## config.mk

```make
export PLATFORM = sky130hd
export DESIGN_NAME = pointer_cursor_tracker_unit
export DESIGN_NICKNAME = d
export VERILOG_FILES = /design/src/hdl/pct_pkg.sv /design/src/hdl/pct_abs_map.sv /design/src/hdl/pointer_cursor_tracker_unit.sv
export SDC_FILE = /design/constraint.sdc
export NUM_CORES = 1
export LEC_CHECK = 0
export ABC_CLOCK_PERIOD_IN_PS = 7800
export BUFFER_PORTS_ARGS = -buffer_cell sky130_fd_sc_hd__buf_4
export CORE_UTILIZATION = 40
export DETAILED_ROUTE_END_ITERATION = 12
export HOLD_SLACK_MARGIN = 0.02
export SLEW_MARGIN = 10
export SYNTH_ARGS = -nofsm -noshare
export SYNTH_HDL_FRONTEND = slang
export SYNTH_HIERARCHICAL = 1
export SYNTH_SLANG_ARGS = --single-unit
```

## constraint.sdc

```tcl
create_clock -name clk_i -period 7.8 [get_ports clk_i]
set_input_delay 0.78 -clock clk_i [delete_from_list [all_inputs] [get_ports clk_i]]
set_output_delay 0.78 -clock clk_i [all_outputs]
set_load 0.1 [all_outputs]
```

## src/hdl/pct_pkg.sv

```systemverilog
package pct_pkg;

  localparam int COORD_BITS = 12;
  localparam int VALUE_BITS = 32;
  localparam int SCALE_W    = 6;
  localparam int CAPS_W     = 3;
  localparam int BTN_W      = 3;
  localparam int BTN_ID_W   = 2;
  localparam int MODE_W     = 3;
  localparam int DELTA_W    = COORD_BITS + 1;
  localparam int CFG_IDX_W  = 3;
  localparam int CFG_W      = (VALUE_BITS > COORD_BITS) ? VALUE_BITS : COORD_BITS;

  // Magnitude of the difference of two signed values, the scaled numerator and
  // the partial remainder of the serial divider.
  localparam int MAG_W      = VALUE_BITS + 1;
  localparam int NUM_W      = MAG_W + COORD_BITS;
  localparam int REM_W      = MAG_W + 1;
  localparam int MAP_CNT_W  = $clog2(NUM_W);

  // Relative path: position plus count times scale, with a sign bit on top.
  localparam int REL_RAW_W  = (VALUE_BITS + SCALE_W > COORD_BITS + 1) ?
                              (VALUE_BITS + SCALE_W) : (COORD_BITS + 1);
  localparam int REL_W      = REL_RAW_W + 1;
  localparam int REL_CNT_W  = $clog2(SCALE_W);

  localparam logic [COORD_BITS-1:0] RST_MAX_X = COORD_BITS'(1023);
  localparam logic [COORD_BITS-1:0] RST_MAX_Y = COORD_BITS'(767);
  localparam logic [COORD_BITS-1:0] RST_POS_X = COORD_BITS'((int'(RST_MAX_X) + 1) / 2);
  localparam logic [COORD_BITS-1:0] RST_POS_Y = COORD_BITS'((int'(RST_MAX_Y) + 1) / 2);
  localparam logic [SCALE_W-1:0]    RST_SCALE = SCALE_W'(8);
  localparam logic [CAPS_W-1:0]     RST_CAPS  = CAPS_W'(1);

  localparam int CAP_POINTER = 0;
  localparam int CAP_ABS_X   = 1;
  localparam int CAP_ABS_Y   = 2;

  localparam logic [MODE_W-1:0] MODE_REL_X  = 3'd0;
  localparam logic [MODE_W-1:0] MODE_REL_Y  = 3'd1;
  localparam logic [MODE_W-1:0] MODE_ABS_X  = 3'd2;
  localparam logic [MODE_W-1:0] MODE_ABS_Y  = 3'd3;
  localparam logic [MODE_W-1:0] MODE_BUTTON = 3'd4;

  localparam logic [BTN_ID_W-1:0] BTN_OTHER = 2'd3;

  localparam logic KIND_MOVE   = 1'b0;
  localparam logic KIND_BUTTON = 1'b1;

  typedef enum logic [CFG_IDX_W-1:0] {
    CFG_SCREEN_MAX_X = 3'd0,
    CFG_SCREEN_MAX_Y = 3'd1,
    CFG_REL_SCALE    = 3'd2,
    CFG_AXIS_X_MIN   = 3'd3,
    CFG_AXIS_X_MAX   = 3'd4,
    CFG_AXIS_Y_MIN   = 3'd5,
    CFG_AXIS_Y_MAX   = 3'd6,
    CFG_DEVICE_CAPS  = 3'd7
  } cfg_reg_e;

  typedef enum logic [2:0] {
    S_IDLE,
    S_REL,
    S_REL_FIN,
    S_PREP,
    S_ABS,
    S_EMIT
  } pct_state_e;

  typedef enum logic [1:0] {
    M_IDLE,
    M_MUL,
    M_DIV,
    M_DONE
  } map_state_e;

  typedef struct packed {
    logic                  start;
    logic                  neg;
    logic [MAG_W-1:0]      diff_mag;
    logic [MAG_W-1:0]      span_mag;
    logic [COORD_BITS-1:0] max;
  } map_req_t;

  typedef struct packed {
    logic                  done;
    logic [COORD_BITS-1:0] coord;
  } map_rsp_t;

endpackage

```

## src/hdl/pct_abs_map.sv

```systemverilog
// Serial absolute-axis mapper: shift-add multiply by the screen maximum, one
// multiplier bit per cycle, then a restoring divide, one quotient bit per cycle.
module pct_abs_map import pct_pkg::*; (
  input  logic     clk_i,
  input  logic     rst_ni,
  input  map_req_t req_i,
  output map_rsp_t rsp_o
);

  map_state_e            state_q, state_d;
  logic [MAP_CNT_W-1:0]  cnt_q, cnt_d;
  logic [NUM_W-1:0]      mcand_q, mcand_d;
  logic [COORD_BITS-1:0] mplier_q, mplier_d;
  logic [NUM_W-1:0]      num_q, num_d;
  logic [MAG_W-1:0]      dvs_q, dvs_d;
  logic [MAG_W-1:0]      rem_q, rem_d;
  logic [COORD_BITS-1:0] quo_q, quo_d;
  logic                  ovf_q, ovf_d;
  logic                  neg_q, neg_d;
  logic [COORD_BITS-1:0] max_q, max_d;
  logic [COORD_BITS-1:0] coord_q, coord_d;
  logic                  done_q, done_d;

  logic [REM_W-1:0]      rem_next;
  logic [REM_W:0]        sub_w;
  logic                  borrow;

  always_ff @(posedge clk_i or negedge rst_ni) begin
    if (!rst_ni) begin
      state_q <= M_IDLE;
      done_q  <= 1'b0;
    end else begin
      state_q <= state_d;
      done_q  <= done_d;
    end
  end

  always_ff @(posedge clk_i) begin
    cnt_q    <= cnt_d;
    mcand_q  <= mcand_d;
    mplier_q <= mplier_d;
    num_q    <= num_d;
    dvs_q    <= dvs_d;
    rem_q    <= rem_d;
    quo_q    <= quo_d;
    ovf_q    <= ovf_d;
    neg_q    <= neg_d;
    max_q    <= max_d;
    coord_q  <= coord_d;
  end

  assign rem_next = {rem_q, num_q[NUM_W-1]};
  assign sub_w    = {1'b0, rem_next} - (REM_W + 1)'(dvs_q);
  assign borrow   = sub_w[REM_W];

  always_comb begin
    state_d  = state_q;
    cnt_d    = cnt_q;
    mcand_d  = mcand_q;
    mplier_d = mplier_q;
    num_d    = num_q;
    dvs_d    = dvs_q;
    rem_d    = rem_q;
    quo_d    = quo_q;
    ovf_d    = ovf_q;
    neg_d    = neg_q;
    max_d    = max_q;
    coord_d  = coord_q;
    done_d   = 1'b0;

    unique case (state_q)
      M_IDLE: begin
        if (req_i.start) begin
          mcand_d  = NUM_W'(req_i.diff_mag);
          mplier_d = req_i.max;
          max_d    = req_i.max;
          neg_d    = req_i.neg;
          dvs_d    = req_i.span_mag;
          num_d    = '0;
          rem_d    = '0;
          quo_d    = '0;
          ovf_d    = 1'b0;
          cnt_d    = MAP_CNT_W'(COORD_BITS - 1);
          state_d  = M_MUL;
        end
      end
      M_MUL: begin
        if (mplier_q[0]) begin
          num_d = num_q + mcand_q;
        end
        mcand_d  = mcand_q << 1;
        mplier_d = mplier_q >> 1;
        if (cnt_q == '0) begin
          cnt_d   = MAP_CNT_W'(NUM_W - 1);
          state_d = M_DIV;
        end else begin
          cnt_d = cnt_q - 1'b1;
        end
      end
      M_DIV: begin
        num_d = num_q << 1;
        rem_d = borrow ? rem_next[MAG_W-1:0] : sub_w[MAG_W-1:0];
        quo_d = {quo_q[COORD_BITS-2:0], ~borrow};
        // Any quotient bit pushed out of the top means the result saturates.
        ovf_d = ovf_q | quo_q[COORD_BITS-1];
        if (cnt_q == '0) begin
          state_d = M_DONE;
        end else begin
          cnt_d = cnt_q - 1'b1;
        end
      end
      M_DONE: begin
        if (neg_q) begin
          coord_d = '0;
        end else if (ovf_q || (quo_q > max_q)) begin
          coord_d = max_q;
        end else begin
          coord_d = quo_q;
        end
        done_d  = 1'b1;
        state_d = M_IDLE;
      end
      default: begin
        state_d = M_IDLE;
      end
    endcase
  end

  assign rsp_o.done  = done_q;
  assign rsp_o.coord = coord_q;

endmodule

```

## src/hdl/pointer_cursor_tracker_unit.sv

```systemverilog
// Pointer cursor tracker.
// Input channel: one pointer event per word (mode_i, button_id_i, event_value_i),
// taken at a clock edge with in_valid_i high and in_stall_o low. in_stall_o is
// high while an event is being worked on, so events are handled one at a time.
// Output channel: at most one result word per event, held on the output
// register until a clock edge with out_valid_o high and out_stall_i low. While
// the receiver stalls, the block still takes and computes the next event and
// parks its result until the output register frees up.
// With an idle receiver, a button event goes straight to the emit state, a
// relative move first runs the shift-add multiplier, one scale bit per cycle,
// and an absolute move the serial mapper, which multiplies one screen-max bit
// per cycle and then divides one quotient bit per cycle. in_stall_o drops in
// the cycle that the word appears. Ignored events (no pointer, unknown mode,
// other button, uncalibrated axis) give no word.
// Configuration: cfg_ready_o is always high; write only while the block is idle.
// Reset puts every configuration register at its documented reset value, centers the cursor
// and releases all buttons; no word is pending after reset.
module pointer_cursor_tracker_unit import pct_pkg::*; (
  input  logic                         clk_i,
  input  logic                         rst_ni,
  // Event input
  input  logic                         in_valid_i,
  output logic                         in_stall_o,
  input  logic [MODE_W-1:0]            mode_i,
  input  logic [BTN_ID_W-1:0]          button_id_i,
  input  logic signed [VALUE_BITS-1:0] event_value_i,
  // Result output
  output logic                         out_valid_o,
  input  logic                         out_stall_i,
  output logic                         result_kind_o,
  output logic [BTN_W-1:0]             button_mask_o,
  output logic [BTN_W-1:0]             changed_button_o,
  output logic [COORD_BITS-1:0]        cursor_x_o,
  output logic [COORD_BITS-1:0]        cursor_y_o,
  output logic signed [DELTA_W-1:0]    delta_x_o,
  output logic signed [DELTA_W-1:0]    delta_y_o,
  // Configuration writes
  input  logic                         cfg_valid_i,
  output logic                         cfg_ready_o,
  input  logic [CFG_IDX_W-1:0]         cfg_index_i,
  input  logic [CFG_W-1:0]             cfg_data_i
);

  // Configuration registers.
  logic [COORD_BITS-1:0] max_x_q, max_y_q;
  logic [SCALE_W-1:0]    scale_q;
  logic [VALUE_BITS-1:0] x_min_q, x_max_q, y_min_q, y_max_q;
  logic [CAPS_W-1:0]     caps_q;

  // Cursor state.
  logic [COORD_BITS-1:0] pos_x_q, pos_x_d, pos_y_q, pos_y_d;
  logic [BTN_W-1:0]      held_q, held_d;

  pct_state_e            state_q, state_d;
  logic                  axis_y_q, axis_y_d;

  // Relative move: shift-add multiplier working on the accumulated position.
  logic [REL_W-1:0]      acc_q, acc_d;
  logic [REL_W-1:0]      mcand_q, mcand_d;
  logic [SCALE_W-1:0]    sh_q, sh_d;
  logic [REL_CNT_W-1:0]  rcnt_q, rcnt_d;

  // Absolute move: signed offset and span, handed to the mapper.
  logic [MAG_W-1:0]      diff_q, diff_d, span_q, span_d;

  // Result waiting for the output register.
  logic                  pend_kind_q, pend_kind_d;
  logic [BTN_W-1:0]      pend_chg_q, pend_chg_d;
  logic [DELTA_W-1:0]    pend_dx_q, pend_dx_d, pend_dy_q, pend_dy_d;

  // Output register.
  logic                  out_valid_q, out_valid_d;
  logic                  out_kind_q, out_kind_d;
  logic [BTN_W-1:0]      out_mask_q, out_mask_d, out_chg_q, out_chg_d;
  logic [COORD_BITS-1:0] out_x_q, out_x_d, out_y_q, out_y_d;
  logic [DELTA_W-1:0]    out_dx_q, out_dx_d, out_dy_q, out_dy_d;

  map_req_t              map_req;
  map_rsp_t              map_rsp;

  logic [COORD_BITS-1:0] axis_max;
  logic [COORD_BITS-1:0] axis_old;
  logic                  fin_en;
  logic [COORD_BITS-1:0] fin_coord;
  logic [DELTA_W-1:0]    fin_delta;
  logic [MAG_W-1:0]      value_ext;
  logic [BTN_W-1:0]      btn_bit;

  assign cfg_ready_o = 1'b1;
  assign in_stall_o  = (state_q != S_IDLE);

  always_ff @(posedge clk_i or negedge rst_ni) begin
    if (!rst_ni) begin
      max_x_q <= RST_MAX_X;
      max_y_q <= RST_MAX_Y;
      scale_q <= RST_SCALE;
      x_min_q <= '0;
      x_max_q <= '0;
      y_min_q <= '0;
      y_max_q <= '0;
      caps_q  <= RST_CAPS;
    end else if (cfg_valid_i && cfg_ready_o) begin
      unique case (cfg_index_i)
        CFG_SCREEN_MAX_X: max_x_q <= cfg_data_i[COORD_BITS-1:0];
        CFG_SCREEN_MAX_Y: max_y_q <= cfg_data_i[COORD_BITS-1:0];
        CFG_REL_SCALE:    scale_q <= cfg_data_i[SCALE_W-1:0];
        CFG_AXIS_X_MIN:   x_min_q <= cfg_data_i[VALUE_BITS-1:0];
        CFG_AXIS_X_MAX:   x_max_q <= cfg_data_i[VALUE_BITS-1:0];
        CFG_AXIS_Y_MIN:   y_min_q <= cfg_data_i[VALUE_BITS-1:0];
        CFG_AXIS_Y_MAX:   y_max_q <= cfg_data_i[VALUE_BITS-1:0];
        CFG_DEVICE_CAPS:  caps_q  <= cfg_data_i[CAPS_W-1:0];
        default: ;
      endcase
    end
  end

  always_ff @(posedge clk_i or negedge rst_ni) begin
    if (!rst_ni) begin
      state_q     <= S_IDLE;
      pos_x_q     <= RST_POS_X;
      pos_y_q     <= RST_POS_Y;
      held_q      <= '0;
      out_valid_q <= 1'b0;
    end else begin
      state_q     <= state_d;
      pos_x_q     <= pos_x_d;
      pos_y_q     <= pos_y_d;
      held_q      <= held_d;
      out_valid_q <= out_valid_d;
    end
  end

  always_ff @(posedge clk_i) begin
    axis_y_q    <= axis_y_d;
    acc_q       <= acc_d;
    mcand_q     <= mcand_d;
    sh_q        <= sh_d;
    rcnt_q      <= rcnt_d;
    diff_q      <= diff_d;
    span_q      <= span_d;
    pend_kind_q <= pend_kind_d;
    pend_chg_q  <= pend_chg_d;
    pend_dx_q   <= pend_dx_d;
    pend_dy_q   <= pend_dy_d;
    out_kind_q  <= out_kind_d;
    out_mask_q  <= out_mask_d;
    out_chg_q   <= out_chg_d;
    out_x_q     <= out_x_d;
    out_y_q     <= out_y_d;
    out_dx_q    <= out_dx_d;
    out_dy_q    <= out_dy_d;
  end

  assign axis_max  = axis_y_q ? max_y_q : max_x_q;
  assign axis_old  = axis_y_q ? pos_y_q : pos_x_q;
  assign value_ext = {event_value_i[VALUE_BITS-1], event_value_i};
  assign btn_bit   = BTN_W'(1) << button_id_i;
  assign fin_delta = DELTA_W'({1'b0, fin_coord}) - DELTA_W'({1'b0, axis_old});

  always_comb begin
    state_d     = state_q;
    pos_x_d     = pos_x_q;
    pos_y_d     = pos_y_q;
    held_d      = held_q;
    axis_y_d    = axis_y_q;
    acc_d       = acc_q;
    mcand_d     = mcand_q;
    sh_d        = sh_q;
    rcnt_d      = rcnt_q;
    diff_d      = diff_q;
    span_d      = span_q;
    pend_kind_d = pend_kind_q;
    pend_chg_d  = pend_chg_q;
    pend_dx_d   = pend_dx_q;
    pend_dy_d   = pend_dy_q;
    out_valid_d = out_valid_q;
    out_kind_d  = out_kind_q;
    out_mask_d  = out_mask_q;
    out_chg_d   = out_chg_q;
    out_x_d     = out_x_q;
    out_y_d     = out_y_q;
    out_dx_d    = out_dx_q;
    out_dy_d    = out_dy_q;
    fin_en      = 1'b0;
    fin_coord   = axis_old;

    map_req.start    = 1'b0;
    map_req.neg      = diff_q[MAG_W-1] ^ span_q[MAG_W-1];
    map_req.diff_mag = diff_q[MAG_W-1] ? (MAG_W'(0) - diff_q) : diff_q;
    map_req.span_mag = span_q[MAG_W-1] ? (MAG_W'(0) - span_q) : span_q;
    map_req.max      = axis_max;

    // The receiver took the word on the output register.
    if (out_valid_q && !out_stall_i) begin
      out_valid_d = 1'b0;
    end

    unique case (state_q)
      S_IDLE: begin
        // Events arriving while no pointer is present are dropped outright.
        if (in_valid_i && caps_q[CAP_POINTER]) begin
          unique case (mode_i) inside
            MODE_REL_X, MODE_REL_Y: begin
              axis_y_d = (mode_i == MODE_REL_Y);
              acc_d    = REL_W'({1'b0, (mode_i == MODE_REL_Y) ? pos_y_q : pos_x_q});
              mcand_d  = {{(REL_W - VALUE_BITS){event_value_i[VALUE_BITS-1]}},
                          event_value_i};
              sh_d     = scale_q;
              rcnt_d   = REL_CNT_W'(SCALE_W - 1);
              state_d  = S_REL;
            end
            MODE_ABS_X: begin
              if (caps_q[CAP_ABS_X]) begin
                axis_y_d = 1'b0;
                diff_d   = value_ext - {x_min_q[VALUE_BITS-1], x_min_q};
                span_d   = {x_max_q[VALUE_BITS-1], x_max_q} -
                           {x_min_q[VALUE_BITS-1], x_min_q};
                state_d  = S_PREP;
              end
            end
            MODE_ABS_Y: begin
              if (caps_q[CAP_ABS_Y]) begin
                axis_y_d = 1'b1;
                diff_d   = value_ext - {y_min_q[VALUE_BITS-1], y_min_q};
                span_d   = {y_max_q[VALUE_BITS-1], y_max_q} -
                           {y_min_q[VALUE_BITS-1], y_min_q};
                state_d  = S_PREP;
              end
            end
            MODE_BUTTON: begin
              // A repeated press or release still produces a word.
              if (button_id_i != BTN_OTHER) begin
                held_d      = (event_value_i != '0) ? (held_q | btn_bit)
                                                    : (held_q & ~btn_bit);
                pend_kind_d = KIND_BUTTON;
                pend_chg_d  = btn_bit;
                pend_dx_d   = '0;
                pend_dy_d   = '0;
                state_d     = S_EMIT;
              end
            end
            default: ;
          endcase
        end
      end
      S_REL: begin
        if (sh_q[0]) begin
          acc_d = acc_q + mcand_q;
        end
        mcand_d = mcand_q << 1;
        sh_d    = sh_q >> 1;
        if (rcnt_q == '0) begin
          state_d = S_REL_FIN;
        end else begin
          rcnt_d = rcnt_q - 1'b1;
        end
      end
      S_REL_FIN: begin
        fin_en = 1'b1;
        if (acc_q[REL_W-1]) begin
          fin_coord = '0;
        end else if (acc_q > REL_W'(axis_max)) begin
          fin_coord = axis_max;
        end else begin
          fin_coord = acc_q[COORD_BITS-1:0];
        end
      end
      S_PREP: begin
        // A degenerate calibration range ignores the event.
        if (span_q == '0) begin
          state_d = S_IDLE;
        end else begin
          map_req.start = 1'b1;
          state_d       = S_ABS;
        end
      end
      S_ABS: begin
        if (map_rsp.done) begin
          fin_en    = 1'b1;
          fin_coord = map_rsp.coord;
        end
      end
      S_EMIT: begin
        if (!out_valid_q || !out_stall_i) begin
          out_valid_d = 1'b1;
          out_kind_d  = pend_kind_q;
          out_mask_d  = held_q;
          out_chg_d   = pend_chg_q;
          out_x_d     = pos_x_q;
          out_y_d     = pos_y_q;
          out_dx_d    = pend_dx_q;
          out_dy_d    = pend_dy_q;
          state_d     = S_IDLE;
        end
      end
      default: begin
        state_d = S_IDLE;
      end
    endcase

    // A move finishes here: update the moved axis and record its delta.
    if (fin_en) begin
      pend_kind_d = KIND_MOVE;
      pend_chg_d  = '0;
      if (axis_y_q) begin
        pos_y_d   = fin_coord;
        pend_dx_d = '0;
        pend_dy_d = fin_delta;
      end else begin
        pos_x_d   = fin_coord;
        pend_dx_d = fin_delta;
        pend_dy_d = '0;
      end
      state_d = S_EMIT;
    end
  end

  pct_abs_map u_map (
    .clk_i  (clk_i),
    .rst_ni (rst_ni),
    .req_i  (map_req),
    .rsp_o  (map_rsp)
  );

  assign out_valid_o      = out_valid_q;
  assign result_kind_o    = out_kind_q;
  assign button_mask_o    = out_mask_q;
  assign changed_button_o = out_chg_q;
  assign cursor_x_o       = out_x_q;
  assign cursor_y_o       = out_y_q;
  assign delta_x_o        = out_dx_q;
  assign delta_y_o        = out_dy_q;

  // A move word names no button and moves at most one axis.
  a_move_word: assert property (@(posedge clk_i) disable iff (!rst_ni)
    (out_valid_o && result_kind_o == KIND_MOVE) |->
      (changed_button_o == '0 && (delta_x_o == '0 || delta_y_o == '0)))
    else $error("move word carries a button or two deltas");

  // A button word names exactly one button and no motion.
  a_button_word: assert property (@(posedge clk_i) disable iff (!rst_ni)
    (out_valid_o && result_kind_o == KIND_BUTTON) |->
      ($onehot(changed_button_o) && delta_x_o == '0 && delta_y_o == '0))
    else $error("button word malformed");

  // The mapper only answers while an absolute event waits for it.
  a_map_done: assert property (@(posedge clk_i) disable iff (!rst_ni)
    map_rsp.done |-> (state_q == S_ABS))
    else $error("mapper finished outside an absolute event");

  // A pending result moves to a free output register at once.
  a_emit_free: assert property (@(posedge clk_i) disable iff (!rst_ni)
    (state_q == S_EMIT && !out_valid_o) |=> out_valid_o)
    else $error("pending result not presented");

endmodule

```

==> metrics.md <==
| Metric | Value |
|---|---|
| Chip height | about 320 um |
| Post-synthesis compound-gate area fraction | 15.0% |
| Hpwl dp | ~77000 um |
| Routed vias/inst | 5.52 |
| Crit-path leading delay family | compound AO/OA/AOI/OAI gates |
| Sequential share of the synthesized area | 46.5% |
| Ports | 137 |
| Final Max Slew Viols | 0 |
| Async SR Flop Fraction | 30.1% |
| Met1 Wirelength | 50700 um |
| Top Metal Used | met4 |
| Mux contribution to synthesized area | approximately 8% |
| Top FF cell, synth | edfxtp_1 |
| FMAX | 0.165 GHz |
| Setup_tns | 0 ns |
| CP Class | register to register |
| Worst clock skew | about 0.029 ns |
| Total grt overflow | 0 |
| Hold_ws | 0.0644 ns |
| Simple-gate share of the synthesized area | roughly 14% |
| Post-Synth Adder-Cell Area | 8.46% |
| Initial DRC Count | 2383 |
| Area Growth Syn to Fin | 12.4% |
| Syn nets | 4200 |
| Top cell type's share of synthesized area | 34.0% |
| TritonCTS buffer count | 76 |
| Cts hold-fix bufs | 0 |
| Met3 Routed Length | 5710 um |
| Largest area contributor in the netlist | edfxtp_1 |
| Syn avg cell area | roughly 10 um2 |
| Crit-path max FO | 20 |
| IO Port Bufs | 135 |
| Final setup viols | 0 |
| PwrDens | 391 nW/um2 |
| Share of cells above drive strength 1 | around 15% |
| Slowest stage delay, CP | 0.68 ns |
| Die Wd | 317 um |
| Number of global-route vias before repair | 28200 |
| TritonCTS clock tree | yes |
| Crit. End Element | register |
| R2R Path Start | axis_y_q |
| Cts repair resizes | 0 |
| Non-filler cells, final | 5317 |
| Number of flops mapped to enable cells by yosys | 449 |
| Drt wl/cell | between 15 and 20 um |
| Maximum number of pins on one net before global-route repair | 147 |
| Final Hold Vio Count | 0 |
| Status | finished clean |
| CTS max path bufs | 3 |
| Vias post-DR | 29300 |
| First-pass GRT wire length | ~160000 um |
| H-tree depth | 3 |
| XOR/XNOR share of the synthesized area | 4.77% |
| Static leakage | 17.9 nW |
| Core ar. | 98300 um2 |
| Drc violations | 0 |
| RSZ-0062 raised after global routing | false |
| Wirelength, routed | 104000 um |
| Synth top area cells | edfxtp_1 (34%), dfrtp_1 (11%), ha_1 (8.1%), mux2_2 (6.6%), a21oi_1 (3.8%) |
| Top post-synthesis cells by count | edfxtp_1 (449), nand2_1 (381), a21oi_1 (305), nor2_1 (285), ha_1 (257) |
| Critical path arrival | 6.43 ns |
| Required time worst endpoint | 8.18 ns |
| Root buffer cell | clkbuf_16 |
| Fin crit period | around 6.1 ns |
| Worst Path Buf+Inv | 3 |
| Max-cap check violation count | 0 |
| Syn Std Cell Area | 39700 um2 |
| Post-CTS setup repair buffer count | 0 |
| Crit start category | register |
| Post-layout util | 45.4% |
| Initial antenna violation count | 4 |
| Nets | approximately 4300 |
| Ys Warns | 6 |
| Beginning of the critical path | axis_y_q |
| Placed Cells | 5176 |
| Seq cells post-synth | 648 |
| Final ANT Viol Nets | 0 |
| Critical Path Slowest Stage Cell | edfxtp_1 |
| GPL Wtd Cong | 0.895 |
| Final period utilization | 77.6% |
| First-pass iteration count of the detailed router | 5 |
| Gate count of the mapped netlist | 3859 |
| Worst Hold Class | primary input to asynchronous set/reset pin |
| Worst Max-Slew Pin Slew | ~1.1 ns |
| Yosys cell types | 97 |
| Rel. slew slack | 26.0% |
| DR WL met2 | between 40000 and 50000 um |
| Peak supply drop | approximately 0.21 mV |
| Top-count cell post-synth | edfxtp_1 |
| Gr usage total | between 20 and 25% |
| Initial Util | 40.4% |
| Clk slew on worst S/H paths | around 0.06 ns |
| Crit path cell chain | buf_4 -> mux2_2 -> inv_1 -> ha_1 -> o21ai_0 -> a21oi_1 -> o31ai_1 -> a2111oi_0 -> or4_1 -> a21oi_1 -> buf_4 -> mux2_2 -> nand2b_1 -> ha_1 -> nor2b_1 -> o21ai_0 -> a21oi_1 -> o21ai_0 -> a21boi_0 -> o21ai_0 -> a21oi_1 -> o41ai_1 -> mux2i_1 |
| Clock latency on the worst-skew pair | between 0.6 and 0.7 ns |
| Ant diodes | 0 |
| Clock sinks | 648 |
| Largest family of logic cells by synthesized area | compound AO/OA/AOI/OAI gates |
| Row count | around 120 |
| Die area | 100000 um2 |
==> flip-flops by register name, indices dropped and copies added, names as in the netlist, 33 cells and up, named ones only <==
name and cells:
acc_q 39, span_q 33, u_map/dvs_q 33, mcand_q 39, u_map/mcand_q 45, u_map/rem_q 33
diff_q 33, u_map/num_q 45
==> per-stage QoR <==
step                      cell area, um2  power, mW  setup slack (ns)
after floorplan                    39700       11.8              2.17
after global placement             42100       13.8              1.94
after detailed placement           42100       13.9              1.85
after CTS                          44600       17.5              1.84
after global routing               44600       18.6              1.34
final                              44600       17.4              1.75
==> power by group <==
part | switching [mW] | internal [mW]
clock | 1.50 | 2.03
combinational | 5.03 | 3.17
sequential | 0.639 | 5.06
total | 7.17 | 10.3
==> final timing paths <==
path	end	slack (ns)	cells past startpoint
setup / recovery	pend_dy_q[11]	1.75	23
min in group clk_i	y_max_q[26]	0.37	2
setup reg to reg	pend_dy_q[11]	1.75	23
hold reg to reg	delta_y_o[6]	0.42	0
max in group asynchronous	state_q[1]	6.47	2
hold / removal	x_min_q[24]	0.06	1
==> routing by layer <==
layer  vias to the layer above  GRT usage (%)
met5                         -              0
met2                       744           31.2
li1                      14300              -
met3                       147           3.10
met1                     14100           30.3
met4                         0           6.06
==> placed cells by master, fill, tap and decap left out, types with 49 or more instances in the layout <==
cell type  netlist  layout
buf_4            4     168
a21o_1         102     102
nor2b_1         59      59
nand2_1        381     381
a21oi_1        305     303
o21ai_0        214     212
clkbuf_16        0      77
nor3_1          69      65
edfxtp_1       449     449
ha_1           257     256
nor2_1         285     285
nand3_1         56      56
dfrtp_1        171     171
xnor2_1        154     154
xor2_1          62      62
inv_1          208     207
mux2i_1         49      49
mux2_2         231     231
nand2b_1        58      58
==> cell type report <==
class                      instances  area, um2
inverter                         209        785
sequential                       648      18500
clock inverter                    35        315
fill                            9273      53700
tap                             1287       1610
clock buffer                     106       2170
timing repair buffer             170       1290
multi-input combinational       2862      20000
==> kinds of logic after synthesis <==
| family | Yosys count |
|---|---|
| mux | 280 |
| fa+ha+maj | 264 |
| xor+xnor | 216 |
| flops | 648 |
| buf+inv | 349 |
| simple gates | 1161 |
| other cells | 1 |
| compound gates | 940 |
Note: power is estimated with default switching activity, not from simulation.
